## src/rtl/core/bsl_pkg.sv

```systemverilog
// ----------------------------------------------------------------------------
// bsl_pkg
// Shared types, constants and helper functions of the byte stream lexer.
// ----------------------------------------------------------------------------
package bsl_pkg;

    localparam int MAX_SOURCE_BYTES = 65536;
    localparam int POS_LIMIT = (MAX_SOURCE_BYTES > 65536) ? 65536 : MAX_SOURCE_BYTES;
    localparam logic [15:0] POS_CAP = 16'(POS_LIMIT - 1);
    localparam logic [15:0] LINE_MAX = 16'hFFFF;

    // results of one item and the result queue
    localparam int MAX_RES   = 3;
    localparam int RES_DEPTH = 4;
    localparam int RES_PTR_W = $clog2(RES_DEPTH);
    localparam int RES_CNT_W = $clog2(RES_DEPTH + 1);

    // characters
    localparam logic [7:0] CH_LPAREN  = 8'h28;
    localparam logic [7:0] CH_RPAREN  = 8'h29;
    localparam logic [7:0] CH_LBRACE  = 8'h7B;
    localparam logic [7:0] CH_RBRACE  = 8'h7D;
    localparam logic [7:0] CH_COMMA   = 8'h2C;
    localparam logic [7:0] CH_DOT     = 8'h2E;
    localparam logic [7:0] CH_MINUS   = 8'h2D;
    localparam logic [7:0] CH_PLUS    = 8'h2B;
    localparam logic [7:0] CH_SEMI    = 8'h3B;
    localparam logic [7:0] CH_STAR    = 8'h2A;
    localparam logic [7:0] CH_BANG    = 8'h21;
    localparam logic [7:0] CH_EQUAL   = 8'h3D;
    localparam logic [7:0] CH_GREATER = 8'h3E;
    localparam logic [7:0] CH_LESS    = 8'h3C;
    localparam logic [7:0] CH_SLASH   = 8'h2F;
    localparam logic [7:0] CH_SPACE   = 8'h20;
    localparam logic [7:0] CH_CR      = 8'h0D;
    localparam logic [7:0] CH_TAB     = 8'h09;
    localparam logic [7:0] CH_NEWLINE = 8'h0A;
    localparam logic [7:0] CH_QUOTE   = 8'h22;
    localparam logic [7:0] CH_ZERO    = 8'h30;
    localparam logic [7:0] CH_NINE    = 8'h39;

    typedef enum logic [3:0] {
        M_IDLE    = 4'd0,
        M_BANG    = 4'd1,
        M_EQUAL   = 4'd2,
        M_GREATER = 4'd3,
        M_LESS    = 4'd4,
        M_SLASH   = 4'd5,
        M_COMMENT = 4'd6,
        M_STRING  = 4'd7,
        M_INT     = 4'd8,
        M_DOT     = 4'd9,
        M_FRAC    = 4'd10
    } t_mode;

    typedef enum logic [4:0] {
        TK_LEFT_PAREN    = 5'd0,
        TK_RIGHT_PAREN   = 5'd1,
        TK_LEFT_BRACE    = 5'd2,
        TK_RIGHT_BRACE   = 5'd3,
        TK_COMMA         = 5'd4,
        TK_DOT           = 5'd5,
        TK_MINUS         = 5'd6,
        TK_PLUS          = 5'd7,
        TK_SEMICOLON     = 5'd8,
        TK_SLASH         = 5'd9,
        TK_STAR          = 5'd10,
        TK_BANG          = 5'd11,
        TK_BANG_EQUAL    = 5'd12,
        TK_EQUAL         = 5'd13,
        TK_EQUAL_EQUAL   = 5'd14,
        TK_GREATER       = 5'd15,
        TK_GREATER_EQUAL = 5'd16,
        TK_LESS          = 5'd17,
        TK_LESS_EQUAL    = 5'd18,
        TK_STRING        = 5'd19,
        TK_NUMBER        = 5'd20,
        TK_EOF           = 5'd21,
        TK_BADCHAR       = 5'd22,
        TK_UNTERM        = 5'd23
    } t_tok_kind;

    typedef struct packed {
        t_mode       mode;
        logic [15:0] tok_start;
        logic [15:0] pos;
        logic [15:0] line;
    } t_lex_state;

    typedef struct packed {
        t_tok_kind   kind;
        logic [15:0] start;
        logic [15:0] len;
        logic [15:0] line;
        logic        last;
    } t_token;

    localparam t_lex_state LEX_RESET = '{mode: M_IDLE, tok_start: 16'd0,
                                         pos: 16'd0, line: 16'd1};

    function automatic logic is_digit(input logic [7:0] c);
        return (c >= CH_ZERO) && (c <= CH_NINE);
    endfunction

    function automatic logic [15:0] span16(input logic [15:0] from, input logic [15:0] upto);
        return (upto > from) ? (upto - from) : 16'd0;
    endfunction

    // span plus one, saturating at the 16-bit limit
    function automatic logic [15:0] len_inc(input logic [15:0] s);
        return (s == 16'hFFFF) ? s : (s + 16'd1);
    endfunction

    function automatic t_tok_kind op_kind(input t_mode m, input logic with_eq);
        t_tok_kind k;
        case (m)
            M_BANG:    k = with_eq ? TK_BANG_EQUAL : TK_BANG;
            M_EQUAL:   k = with_eq ? TK_EQUAL_EQUAL : TK_EQUAL;
            M_GREATER: k = with_eq ? TK_GREATER_EQUAL : TK_GREATER;
            M_LESS:    k = with_eq ? TK_LESS_EQUAL : TK_LESS;
            default:   k = TK_BADCHAR;
        endcase
        return k;
    endfunction

    function automatic t_token make_tok(input t_tok_kind k, input logic [15:0] start,
                                       input logic [15:0] len);
        t_token t;
        t.kind  = k;
        t.start = start;
        t.len   = len;
        t.line  = 16'd0;
        t.last  = 1'b0;
        return t;
    endfunction

endpackage

```

## src/rtl/core/bsl_scan.sv

```systemverilog
// ----------------------------------------------------------------------------
// bsl_scan
// Lexer step: from the current state and one item, the next state and up to
// three tokens in emission order.
// ----------------------------------------------------------------------------
module bsl_scan (
    input  bsl_pkg::t_lex_state i_state,
    input  logic                i_kind,
    input  logic [7:0]          i_source_byte,
    output bsl_pkg::t_lex_state o_state,
    output logic [1:0]          o_count,
    output bsl_pkg::t_token     o_tok [bsl_pkg::MAX_RES]
);
    import bsl_pkg::*;

    t_token      pre [2];
    logic [1:0]  pre_n;
    t_token      tail;
    logic        tail_en;
    logic        do_idle;
    logic        line_up;
    logic [15:0] sp;
    logic [15:0] dot_pos;
    logic [7:0]  c;
    logic [15:0] p;
    logic [15:0] ts;

    assign c  = i_source_byte;
    assign p  = i_state.pos;
    assign ts = i_state.tok_start;
    assign sp = span16(ts, p);
    // offset of the trailing dot of a number
    assign dot_pos = (p > ts) ? (p - 16'd1) : ts;

    always_comb begin
        o_state = i_state;
        pre[0]  = make_tok(TK_EOF, 16'd0, 16'd0);
        pre[1]  = make_tok(TK_EOF, 16'd0, 16'd0);
        pre_n   = 2'd0;
        tail    = make_tok(TK_EOF, p, 16'd0);
        tail_en = 1'b0;
        do_idle = 1'b0;
        line_up = 1'b0;

        if (i_kind) begin
            // end of source: flush pending token, then eof
            case (i_state.mode)
                M_BANG, M_EQUAL, M_GREATER, M_LESS: begin
                    pre[0] = make_tok(op_kind(i_state.mode, 1'b0), ts, sp);
                    pre_n  = 2'd1;
                end
                M_SLASH: begin
                    pre[0] = make_tok(TK_SLASH, ts, sp);
                    pre_n  = 2'd1;
                end
                M_STRING: begin
                    pre[0] = make_tok(TK_UNTERM, ts, sp);
                    pre_n  = 2'd1;
                end
                M_INT, M_FRAC: begin
                    pre[0] = make_tok(TK_NUMBER, ts, sp);
                    pre_n  = 2'd1;
                end
                M_DOT: begin
                    pre[0] = make_tok(TK_NUMBER, ts, span16(ts, dot_pos));
                    pre[1] = make_tok(TK_DOT, dot_pos, 16'd1);
                    pre_n  = 2'd2;
                end
                default: begin
                    pre_n = 2'd0;
                end
            endcase
            tail_en = 1'b1;
            o_state = LEX_RESET;
        end else begin
            case (i_state.mode)
                M_BANG, M_EQUAL, M_GREATER, M_LESS: begin
                    if (c == CH_EQUAL) begin
                        pre[0]       = make_tok(op_kind(i_state.mode, 1'b1), ts, len_inc(sp));
                        pre_n        = 2'd1;
                        o_state.mode = M_IDLE;
                    end else begin
                        pre[0]  = make_tok(op_kind(i_state.mode, 1'b0), ts, sp);
                        pre_n   = 2'd1;
                        do_idle = 1'b1;
                    end
                end
                M_SLASH: begin
                    if (c == CH_SLASH) begin
                        o_state.mode = M_COMMENT;
                    end else begin
                        pre[0]  = make_tok(TK_SLASH, ts, sp);
                        pre_n   = 2'd1;
                        do_idle = 1'b1;
                    end
                end
                M_COMMENT: begin
                    if (c == CH_NEWLINE) begin
                        line_up      = 1'b1;
                        o_state.mode = M_IDLE;
                    end
                end
                M_STRING: begin
                    if (c == CH_NEWLINE) begin
                        line_up = 1'b1;
                    end
                    if (c == CH_QUOTE) begin
                        pre[0]       = make_tok(TK_STRING, ts, len_inc(sp));
                        pre_n        = 2'd1;
                        o_state.mode = M_IDLE;
                    end
                end
                M_INT: begin
                    if (c == CH_DOT) begin
                        o_state.mode = M_DOT;
                    end else if (!is_digit(c)) begin
                        pre[0]  = make_tok(TK_NUMBER, ts, sp);
                        pre_n   = 2'd1;
                        do_idle = 1'b1;
                    end
                end
                M_DOT: begin
                    if (is_digit(c)) begin
                        o_state.mode = M_FRAC;
                    end else begin
                        pre[0]  = make_tok(TK_NUMBER, ts, span16(ts, dot_pos));
                        pre[1]  = make_tok(TK_DOT, dot_pos, 16'd1);
                        pre_n   = 2'd2;
                        do_idle = 1'b1;
                    end
                end
                M_FRAC: begin
                    if (!is_digit(c)) begin
                        pre[0]  = make_tok(TK_NUMBER, ts, sp);
                        pre_n   = 2'd1;
                        do_idle = 1'b1;
                    end
                end
                default: begin
                    do_idle = 1'b1;
                end
            endcase

            if (do_idle) begin
                o_state.tok_start = p;
                o_state.mode      = M_IDLE;
                tail_en           = 1'b1;
                case (c) inside
                    CH_LPAREN:  tail.kind = TK_LEFT_PAREN;
                    CH_RPAREN:  tail.kind = TK_RIGHT_PAREN;
                    CH_LBRACE:  tail.kind = TK_LEFT_BRACE;
                    CH_RBRACE:  tail.kind = TK_RIGHT_BRACE;
                    CH_COMMA:   tail.kind = TK_COMMA;
                    CH_DOT:     tail.kind = TK_DOT;
                    CH_MINUS:   tail.kind = TK_MINUS;
                    CH_PLUS:    tail.kind = TK_PLUS;
                    CH_SEMI:    tail.kind = TK_SEMICOLON;
                    CH_STAR:    tail.kind = TK_STAR;
                    CH_BANG: begin
                        tail_en      = 1'b0;
                        o_state.mode = M_BANG;
                    end
                    CH_EQUAL: begin
                        tail_en      = 1'b0;
                        o_state.mode = M_EQUAL;
                    end
                    CH_GREATER: begin
                        tail_en      = 1'b0;
                        o_state.mode = M_GREATER;
                    end
                    CH_LESS: begin
                        tail_en      = 1'b0;
                        o_state.mode = M_LESS;
                    end
                    CH_SLASH: begin
                        tail_en      = 1'b0;
                        o_state.mode = M_SLASH;
                    end
                    CH_SPACE, CH_CR, CH_TAB: begin
                        tail_en = 1'b0;
                    end
                    CH_NEWLINE: begin
                        tail_en = 1'b0;
                        line_up = 1'b1;
                    end
                    CH_QUOTE: begin
                        tail_en      = 1'b0;
                        o_state.mode = M_STRING;
                    end
                    [CH_ZERO:CH_NINE]: begin
                        tail_en      = 1'b0;
                        o_state.mode = M_INT;
                    end
                    default:    tail.kind = TK_BADCHAR;
                endcase
                tail.len = 16'd1;
            end

            if (line_up && (i_state.line != LINE_MAX)) begin
                o_state.line = i_state.line + 16'd1;
            end
            if (p < POS_CAP) begin
                o_state.pos = p + 16'd1;
            end
        end
    end

    // pending tokens first, the token of the byte itself (or eof) after them
    assign o_count = pre_n + {1'b0, tail_en};

    always_comb begin
        for (int i = 0; i < MAX_RES; i++) begin
            if (2'(i) < pre_n) begin
                o_tok[i] = pre[i % 2];
            end else begin
                o_tok[i] = tail;
            end
            o_tok[i].line = i_state.line;
            o_tok[i].last = (2'(i + 1) == o_count);
        end
    end

endmodule

```

## src/rtl/core/bsl_res_fifo.sv

```systemverilog
// ----------------------------------------------------------------------------
// bsl_res_fifo
// Small token queue: takes up to three tokens a cycle, hands out one.
// ----------------------------------------------------------------------------
module bsl_res_fifo (
    input  logic            i_clk,
    input  logic            i_rst_n,
    input  logic [1:0]      i_push_cnt,
    input  bsl_pkg::t_token i_tok [bsl_pkg::MAX_RES],
    output logic            o_space,
    output logic            o_valid,
    output bsl_pkg::t_token o_head,
    input  logic            i_pop
);
    import bsl_pkg::*;

    t_token               r_tok [RES_DEPTH];
    logic [RES_PTR_W-1:0] r_wr;
    logic [RES_PTR_W-1:0] r_rd;
    logic [RES_CNT_W-1:0] r_count;
    logic [RES_PTR_W-1:0] n_wr;
    logic [RES_PTR_W-1:0] n_rd;
    logic [RES_CNT_W-1:0] n_count;
    logic                 pop;

    assign o_valid = (r_count != '0);
    assign o_head  = r_tok[r_rd];
    assign pop     = o_valid && i_pop;
    // room for a full set of tokens, not counting a pop in the same cycle
    assign o_space = (r_count <= RES_CNT_W'(RES_DEPTH - MAX_RES));

    always_comb begin
        n_wr    = r_wr + RES_PTR_W'(i_push_cnt);
        n_rd    = pop ? (r_rd + RES_PTR_W'(1)) : r_rd;
        n_count = r_count + RES_CNT_W'(i_push_cnt) - RES_CNT_W'(pop);
    end

    always_ff @(posedge i_clk) begin
        if (!i_rst_n) begin
            r_wr    <= '0;
            r_rd    <= '0;
            r_count <= '0;
        end else begin
            r_wr    <= n_wr;
            r_rd    <= n_rd;
            r_count <= n_count;
        end
    end

    always_ff @(posedge i_clk) begin
        for (int i = 0; i < MAX_RES; i++) begin
            if (2'(i) < i_push_cnt) begin
                r_tok[r_wr + RES_PTR_W'(i)] <= i_tok[i];
            end
        end
    end

endmodule

```

## src/rtl/core/byte_stream_lexer_core.sv

```systemverilog
// ----------------------------------------------------------------------------
// byte_stream_lexer_core
// Streaming lexer for Lox-style source text, one byte per cycle while the token queue has room.
// ----------------------------------------------------------------------------
// Input channel: i_valid / o_ready carry i_kind (0 source byte, 1 end of
// source) and i_source_byte. Output channel: o_valid / i_ready carry one token
// per transfer; o_last_of_run marks the last token caused by an input item.
// An item is registered on acceptance and scanned once the queue has room for
// a full set, which writes its zero to three tokens into a four-entry token
// queue. Its first token passes through the input register and the token
// queue before it shows on the output.
// Throughput is one item per cycle while items give at most one token each and
// the receiver takes each token; an item giving n tokens holds the single-token
// output port for n transfers, and the scan stage waits with more than one token queued.
// An end-of-source item flushes any pending token, sends eof and returns
// mode, offsets and line count to their reset values for the next source.
// Reset (synchronous, active low) empties the queue and the input register
// and sets line 1, offset 0, idle mode. When the receiver stalls, tokens
// build up in the queue and o_ready falls once it cannot take a full set.
// ----------------------------------------------------------------------------
module byte_stream_lexer_core (
    input  logic        i_clk,
    input  logic        i_rst_n,
    input  logic        i_valid,
    output logic        o_ready,
    input  logic        i_kind,
    input  logic [7:0]  i_source_byte,
    output logic        o_valid,
    input  logic        i_ready,
    output logic [4:0]  o_token_kind,
    output logic [15:0] o_start_offset,
    output logic [15:0] o_lexeme_length,
    output logic [15:0] o_line_number,
    output logic        o_last_of_run
);
    import bsl_pkg::*;

    logic       r_in_valid;
    logic       r_in_kind;
    logic [7:0] r_in_byte;
    logic       n_in_valid;
    t_lex_state r_state;
    t_lex_state n_state;
    t_token     step_tok [MAX_RES];
    logic [1:0] step_cnt;
    logic [1:0] push_cnt;
    logic       space;
    logic       fire;
    logic       accept;
    t_token     head;

    assign fire     = r_in_valid && space;
    assign o_ready  = !r_in_valid || fire;
    assign accept   = i_valid && o_ready;
    assign push_cnt = fire ? step_cnt : 2'd0;

    always_comb begin
        if (accept) begin
            n_in_valid = 1'b1;
        end else if (fire) begin
            n_in_valid = 1'b0;
        end else begin
            n_in_valid = r_in_valid;
        end
    end

    always_ff @(posedge i_clk) begin
        if (!i_rst_n) begin
            r_in_valid <= 1'b0;
            r_state    <= LEX_RESET;
        end else begin
            r_in_valid <= n_in_valid;
            if (fire) begin
                r_state <= n_state;
            end
        end
    end

    always_ff @(posedge i_clk) begin
        if (accept) begin
            r_in_kind <= i_kind;
            r_in_byte <= i_source_byte;
        end
    end

    bsl_scan u_scan (
        .i_state       (r_state),
        .i_kind        (r_in_kind),
        .i_source_byte (r_in_byte),
        .o_state       (n_state),
        .o_count       (step_cnt),
        .o_tok         (step_tok)
    );

    bsl_res_fifo u_fifo (
        .i_clk      (i_clk),
        .i_rst_n    (i_rst_n),
        .i_push_cnt (push_cnt),
        .i_tok      (step_tok),
        .o_space    (space),
        .o_valid    (o_valid),
        .o_head     (head),
        .i_pop      (i_ready)
    );

    assign o_token_kind    = head.kind;
    assign o_start_offset  = head.start;
    assign o_lexeme_length = head.len;
    assign o_line_number   = head.line;
    assign o_last_of_run   = head.last;

endmodule

```

## config.mk

```make
export PLATFORM = sky130hd
export DESIGN_NAME = byte_stream_lexer_core
export DESIGN_NICKNAME = d
export VERILOG_FILES = /design/src/rtl/core/bsl_pkg.sv /design/src/rtl/core/bsl_scan.sv /design/src/rtl/core/bsl_res_fifo.sv /design/src/rtl/core/byte_stream_lexer_core.sv
export SDC_FILE = /design/constraint.sdc
export NUM_CORES = 1
export LEC_CHECK = 0
export BUFFER_PORTS_ARGS = -buffer_cell sky130_fd_sc_hd__buf_2
export CELL_PAD_IN_SITES_DETAIL_PLACEMENT = 1
export CELL_PAD_IN_SITES_GLOBAL_PLACEMENT = 2
export CORE_UTILIZATION = 30
export DETAILED_ROUTE_END_ITERATION = 7
export GPL_ROUTABILITY_DRIVEN = 0
export PLACE_DENSITY_LB_ADDON = 0.05
export SLEW_MARGIN = 20
export SYNTH_ARGS = -nofsm -noshare
export SYNTH_HDL_FRONTEND = slang
export SYNTH_SLANG_ARGS = --single-unit
```

## constraint.sdc

```tcl
create_clock -name i_clk -period 10 [get_ports i_clk]
set_input_delay 2 -clock i_clk [delete_from_list [all_inputs] [get_ports i_clk]]
set_output_delay 2 -clock i_clk [all_outputs]
set_load 0.05 [all_outputs]
```

==> summary.txt, run 1 <==
Vias per cell: 5.61
Synthesized area: 17400 sq um
Netlist cell types: 90
Worst-path maximum fanout: 19
Clock group share of total power: 0.267
Total number of yosys warnings: 0
1st-iter DRT viols: 949
Wire per inst: 25.9 um
DRT Pass-1 Iters: 5
Setup WS post-layout: 3.32 ns
Final WL: 65.4 mm
Sw Share: 0.432
Post-Syn Area per Cell: 10.1 sq um
Global routing usage on met3: 0.0328
Slew Limit Headroom: 0.174
Clk Latency, worst-skew pair: 0.58 ns
Gate power share: 0.425
Post-Place Worst Slack: 3.32 ns
Global Route met1 Usage: 0.308
Syn Inst Count: 1720
DIE HEIGHT: 243 um
Clock Skews: 0.0145 ns
Max cap viols: 0
First-pass GRT wire length: 98.1 mm
Clock transition at path regs: 0.06 ns
Remaining antenna violation count after routing: 0
Worst-Margin Slew: 1.23 ns
Power share of the sequential group: 0.308
CP bufs+invs: 0
IO Pins: 69
Die area: 58800 sq um
Number of global-route vias before repair: 14700
Slew Viols, Final: 0
CP endpoint kind: flop
Pin count of the biggest net entering global routing: 74
Psw: 2.15 mW
Largest family of logic cells by synthesized area: simple AND/OR/NAND/NOR gates
Multi-input gate area: 8790 sq um
Crit path DAT: 6.98 ns
Initial core utilization: 0.306
Post-DP Area: 18500 sq um
Width of the die: 243 um
GR Util met2: 0.353
Htree depth: 2
TritonCTS Buffers: 37
Max Root-Sink Buffers: 3
Crit path time final: 6.68 ns
Drt drc: 0
CTS tree: yes
Slowest CP cell: a21o_1
Row Count: 87
Port Buf Inserts: 68
Final global-route overflow total: 0
Synth Flop Type: edfxtp_1
Total power: 4.97 mW
Critical Path RT: 10.31 ns
Final setup violation count: 0
Synthesis-stage register bit count: 287
Cell Chain, Critical Path: ha_1 -> a21oi_1 -> o21ai_1 -> a221oi_1 -> a21o_1 -> nor2_1 -> a21oi_1 -> ha_1 -> fa_1 -> nor2b_1 -> o21a_1 -> o21ai_0 -> a211oi_1 -> o21ai_0 -> nor2_1 -> a221oi_1 -> nor2_1 -> a21oi_1 -> nor2_1
Adder-Cell Fraction of Synth Area: 0.0323
Sum Neg Setup Slack: 0 ns
Post-CTS Hold Buffers: 0
Register area: 8000 sq um
Critical path type: flop to flop
Antenna violations before repair: 1
Post-route cell area: 19700 sq um
Post-synth EDFFs: 225
Final Hold Viols: 0
Cell-internal power: 2.82 mW
Hold slack final: 0.541 ns
Top Family by Delay on Critical Path: compound AO/OA/AOI/OAI gates
Hold Crit Class: flop to flop
Static leakage: 7.00 nW
Clk sinks: 287
Post-Synth Simple-Gate Area: 0.178
# Post-CTS Setup Buffers: 0
Total number of vias: 14200
P per Cell Area: 252 nW/um^2
Non-Filler Instances: 2524
Mux share of post-synthesis cell area: 0.0808
Core Region: 56800 sq um
Outcome: finished clean
Startpoint types: flop
RSZ-0062 raised after global routing: no
Seq/Total Area, Yosys: 0.461
Syn_nets: 1776
Clk root buf: clkbuf_16
Critical path's largest stage delay: 0.74 ns
Post_cts resized: 0
Fin crit share: 0.668
Hpwl dp: 46.0 mm
Total GRT Usage: 0.222
Compound-cell area share of the yosys netlist: 0.175
Xor/xnor share of the synthesized area: 0.0358
Async set-or-reset flop fraction in the synthesized netlist: 0
Fillcell total: 6358
Busiest layer in global routing: met2
Layout Area Growth over Synthesis: 13.4%
Max Freq: 0.150 GHz
Final Net Count: 1796
Layout cell share with drive strength beyond 1: 0.157
DP Cell Count: 2457
Layout Utilization: 0.347
Most frequent CP cell: nor2_1
Worst VDD drop: 0.116 mV
## worst paths after layout
| check | startpoint | end | slack, ns | depth (start not counted) |
|---|---|---|---|---|
| min reg2reg | r_state[5]$_SDFFE_PN0P_ | u_fifo.r_tok[2][6]$_DFFE_PP_ | 0.54 | 0 |
| max reg2reg | r_state[25]$_SDFFE_PN0P_ | u_fifo.r_tok[3][19]$_DFFE_PP_ | 3.32 | 19 |
| max | r_state[25]$_SDFFE_PN0P_ | u_fifo.r_tok[3][19]$_DFFE_PP_ | 3.32 | 19 |
| min | r_state[5]$_SDFFE_PN0P_ | u_fifo.r_tok[2][6]$_DFFE_PP_ | 0.54 | 0 |
## flip-flops by register name, summed over array words and instances, names as in the netlist, named ones only
name,count
u_fifo.r_count,3
u_fifo.r_rd,2
u_fifo.r_wr,2
r_in_valid,1
r_in_kind,1
r_state,52
u_fifo.r_tok,216
r_in_byte,8
## cells by family after synthesis
family / Yosys count
AOI/OAI and AO/OA: 431
xor gates and xnor gates: 71
adders and majority gates: 43
buffers and inverters: 163
DFF: 287
muxes: 71
and+or+nand+nor: 654
## cell usage in the layout (no fill, tap or decap), drive strengths merged, types with 33 or more instances in the layout
| master | instances |
|---|---|
| clkbuf | 49 |
| nand2 | 252 |
| buf | 99 |
| xor2 | 38 |
| a32oi | 66 |
| dfxtp | 62 |
| nor2 | 154 |
| edfxtp | 225 |
| xnor2 | 33 |
| nor3 | 39 |
| ha | 40 |
| mux4 | 54 |
| inv | 46 |
| a21oi | 80 |
| o21ai | 89 |
## synthesized netlist by cell type (7+ instances only)
| cell type | count | area share |
|---|---|---|
| a31oi_1 | 16 | 0.0058 |
| inv_1 | 44 | 0.0095 |
| xor2_1 | 38 | 0.019 |
| o221ai_1 | 8 | 0.0040 |
| o22ai_1 | 16 | 0.0058 |
| ha_1 | 40 | 0.029 |
| mux2_2 | 13 | 0.0084 |
| a22oi_1 | 23 | 0.0099 |
| dfxtp_1 | 62 | 0.072 |
| or3_1 | 17 | 0.0061 |
| mux4_2 | 54 | 0.070 |
| edfxtp_1 | 225 | 0.39 |
| and2_1 | 21 | 0.0076 |
| nor2b_1 | 31 | 0.011 |
| nor2_1 | 153 | 0.033 |
| nand4_1 | 25 | 0.0090 |
| a21o_1 | 15 | 0.0065 |
| or2_2 | 16 | 0.0058 |
| a32oi_1 | 66 | 0.033 |
| and3_1 | 13 | 0.0047 |
| nor4_1 | 12 | 0.0043 |
| o31ai_1 | 7 | 0.0030 |
| nand3_1 | 28 | 0.0081 |
| clkbuf_1 | 92 | 0.020 |
| a211oi_1 | 8 | 0.0035 |
| nand2_1 | 251 | 0.054 |
| a21oi_1 | 77 | 0.022 |
| a221oi_1 | 9 | 0.0045 |
| xnor2_1 | 33 | 0.017 |
| o21ai_0 | 73 | 0.021 |
| nand2b_1 | 13 | 0.0047 |
| o21ai_1 | 16 | 0.0046 |
| o211ai_1 | 11 | 0.0048 |
| buf_2 | 18 | 0.0052 |
| o22a_1 | 9 | 0.0045 |
| nor3_1 | 38 | 0.011 |
| o21a_1 | 13 | 0.0056 |
## power groups by stage
stage	Clock (mW)	Combinational (mW)	Sequential [mW]
final	1.33	2.11	1.53
after global routing	1.41	2.26	1.55
after CTS	1.37	2.13	1.53
after detailed placement	0	2.12	1.56
after global placement	0	2.13	1.55
after floorplan	0	1.49	1.50
## routing by layer
metal,vias to the layer above,wire length (um)
met5,-,0
met4,0,1880
met3,90,2780
met2,337,29700
met1,7174,31000
li1,6558,-
## cell type report
class | count | share of cell area
Antenna cell | 1 | 0.000127
Clock buffer | 49 | 0.0513
Clock inverter | 17 | 0.00991
Inverter | 45 | 0.00858
Multi-Input combinational cell | 1270 | 0.446
Sequential cell | 287 | 0.406
Tap cell | 756 | 0.0480
Timing Repair Buffer | 99 | 0.0291
(Power assumes the default switching activity.)
==> run 2, diff against run 1 <==
==> constraint.sdc (replaced) <==
create_clock -name i_clk -period 5.5 [get_ports i_clk]
set_input_delay 1.1 -clock i_clk [delete_from_list [all_inputs] [get_ports i_clk]]
set_output_delay 1.1 -clock i_clk [all_outputs]
set_load 0.05 [all_outputs]
==> summary.txt, run 2 (same netlist as run 1, synthesis figures left out) <==
Outcome: finished clean
Clk sinks: 287 (unchanged)
Worst R2R End: u_fifo.r_tok[1][27]$_DFFE_PP_
# Post-CTS Setup Buffers: 0 (unchanged)
Htree depth: 2 (unchanged)
Cell Chain, Critical Path: inv_1 -> ha_1 -> inv_1 -> fa_1 -> a211oi_2 -> o21a_1 -> a211o_1 -> a21o_1 -> nor2_1 -> a21oi_1 -> ha_1 -> fa_1 -> nor2b_1 -> o21a_1 -> o21ai_0 -> a21oi_1 -> a21oi_1 -> xor2_2 -> o32ai_1 -> a21o_1 -> a31oi_1 -> buf_4 -> nor2_1
Biggest register: u_fifo.r_tok
First-pass GRT wire length: 97.4 mm (-0.75%)
Total power: 9.25 mW (+86%)
Worst VDD drop: 0.242 mV (+110%)
Startpoint types: flop
Top flop regs: u_fifo.r_tok x216, r_state x52, r_in_byte x8
Max Root-Sink Buffers: 3 (unchanged)
DIE HEIGHT: 243 um (unchanged)
Critical path type: flop to flop
Crit path time final: 5.26 ns (-1.42 ns)
Clock group share of total power: 0.263 (-0.004)
Slew Limit Headroom: 0.251 (+0.0770)
Final WL: 64.8 mm (-0.82%)
Hpwl dp: 47.8 mm (+3.9%)
RSZ-0062 raised after global routing: no
IO Pins: 69 (unchanged)
Remaining antenna violation count after routing: 0 (unchanged)
Port Buf Inserts: 68 (unchanged)
Wire per inst: 25.0 um (-3.5%)
Worst-Margin Slew: 1.12 ns (-0.109 ns)
Clock transition at path regs: 0.06 ns (about the same)
Most frequent cells in the layout: nand2_1, edfxtp_1, nor2_1
Total GRT Usage: 0.219 (-0.00220)
Hold Crit Endpoint: u_fifo.r_tok[3][9]$_DFFE_PP_
Non-Filler Instances: 2595 (+2.8%)
Initial core utilization: 0.306 (unchanged)
Max Freq: 0.190 GHz (+27%)
Static leakage: 7.40 nW (+5.7%)
Final Net Count: 1868 (+4.0%)
Reg-to-reg startpoint: r_state[16]$_SDFFE_PN0P_
Pin count of the biggest net entering global routing: 65 (-12%)
Worst-path maximum fanout: 4 (-15)
Number of global-route vias before repair: 15000 (+1.9%)
Layout cell share with drive strength beyond 1: 0.199 (+0.0417)
Antenna violations before repair: 2 (+1)
Final global-route overflow total: 0 (unchanged)
Clock Skews: 0.0164 ns (+0.00185 ns)
Vias per cell: 5.53 (-1.4%)
1st-iter DRT viols: 876 (-7.7%)
Power share of the sequential group: 0.302 (-0.006)
Clk root buf: clkbuf_16
Post-CTS Hold Buffers: 0 (unchanged)
Most frequent CP cell: a21oi_1
Final setup violation count: 0 (unchanged)
Gate power share: 0.436 (+0.011)
Worst Hold Path Cells: 0 (unchanged)
Sw Share: 0.422 (-0.00960)
CTS tree: yes
P per Cell Area: 453 nW/um^2 (+80%)
Diodes inserted: 0 (-1)
DRT Pass-1 Iters: 7 (+2)
Width of the die: 243 um (unchanged)
Total number of vias: 14400 (+1.4%)
Core Region: 56800 sq um (unchanged)
Critical Path RT: 5.79 ns (-4.52 ns)
Max cap viols: 0 (unchanged)
Fin crit share: 0.956 (+0.288)
Slew Viols, Final: 0 (unchanged)
Final Hold Viols: 0 (unchanged)
Reg2reg setup slack: 0.24 ns (-3.08 ns)
Row Count: 87 (unchanged)
CP endpoint kind: flop
Slowest CP cell: fa_1
Worst hold start: r_state[8]$_SDFFE_PN0P_
Cell-internal power: 5.34 mW (+89%)
Max FFs per register: 216 (unchanged)
Critical path's largest stage delay: 0.47 ns (-0.27 ns)
Post-DP Area: 19100 sq um (+3.4%)
Psw: 3.90 mW (+82%)
Commonest non-fill, non-tap cell in the layout: nand2_1
Post-route cell area: 20400 sq um (+3.7%)
Layout Area Growth over Synthesis: 17.6%
Sum Neg Setup Slack: 0 ns (unchanged)
Hold Crit Class: flop to flop
Depth of the worst register-to-register path: 23 (+4)
Die area: 58800 sq um (unchanged)
Clk Latency, worst-skew pair: 0.56 ns (-0.02 ns)
Drt drc: 0 (unchanged)
DP Cell Count: 2530 (+3.0%)
Crit path DAT: 5.54 ns (-1.44 ns)
TritonCTS Buffers: 36 (-2.7%)
run 2: cell types whose count changed in the layout (fill, tap and decap cells not counted), sizes merged:
cell / change
bufinv: +1
clkinvlp: -3
buf: +73
clkbuf: +1
diode: -1
run 2: per-layer routing:
layer  track usage  wire length [um]  vias to the layer above  share of wire
met4        0.0726              1720                        2          0.026
met5             0                13                        -        0.00020
li1              -                 -                     6708              -
met1         0.300             30300                     7249           0.47
met3        0.0342              2660                       91          0.041
met2         0.353             30100                      302           0.46
run 2: layout make-up:
type | count | area, sq um
Fill cell | 6358 | 36400
Clock buffer | 50 | 1010
Inverter | 45 | 169
Timing Repair Buffer | 172 | 1230
Clock inverter | 15 | 181
Sequential cell | 287 | 8010
Multi-Input combinational cell | 1270 | 8860
Tap cell | 756 | 946
run 2: worst max-delay path by stage:
| stage | start | end | slack (ns) |
|---|---|---|---|
| finish | r_state[16]$_SDFFE_PN0P_ | u_fifo.r_tok[1][27]$_DFFE_PP_ | 0.24 |
| detailed placement | r_state[45]$_SDFFE_PN0P_ | u_fifo.r_tok[1][26]$_DFFE_PP_ | -0.00005 |
| floorplan | r_in_byte[4]$_DFFE_PP_ | u_fifo.r_tok[3][0]$_DFFE_PP_ | 0.12 |
| CTS | r_state[45]$_SDFFE_PN0P_ | u_fifo.r_tok[1][27]$_DFFE_PP_ | 0.05 |
| global placement | r_state[45]$_SDFFE_PN0P_ | u_fifo.r_tok[1][27]$_DFFE_PP_ | 0.03 |
| global route | r_state[35]$_SDFFE_PN0P_ | u_fifo.r_tok[3][19]$_DFFE_PP_ | 0.02 |
run 2: critical path: cells and delay by family (launching register included):
family	cells	cell delay [ns]
compound gates	12	2.70
buf+inv	3	0.35
xor+xnor	1	0.30
fa+ha+maj	4	1.14
flops	1	0.31
simple gates	3	0.17
run 2: through the flow:
stage	setup slack (ns)	hold WS [ns]	utilization
floorplan	0.124	0.490	-
global placement	0.0333	0.528	0.336
detailed placement	-0.0000466	0.542	0.336
CTS	0.0462	0.549	0.358
global route	0.0200	0.569	0.359
finish	0.243	0.547	0.359
run 2: what timing repair did:
item                       4_1_cts  5_1_grt
gates resized for setup          3       22
setup endpoints to repair        6       64
pin swaps                        0        1
run 2: power groups by stage:
stage               clock network (mW)  logic [mW]  registers [mW]
floorplan                            0        2.71            2.72
global placement                     0        3.98            2.84
detailed placement                   0        3.98            2.85
CTS                               2.51        4.01            2.80
global route                      2.57        4.29            2.82
finish                            2.43        4.03            2.79
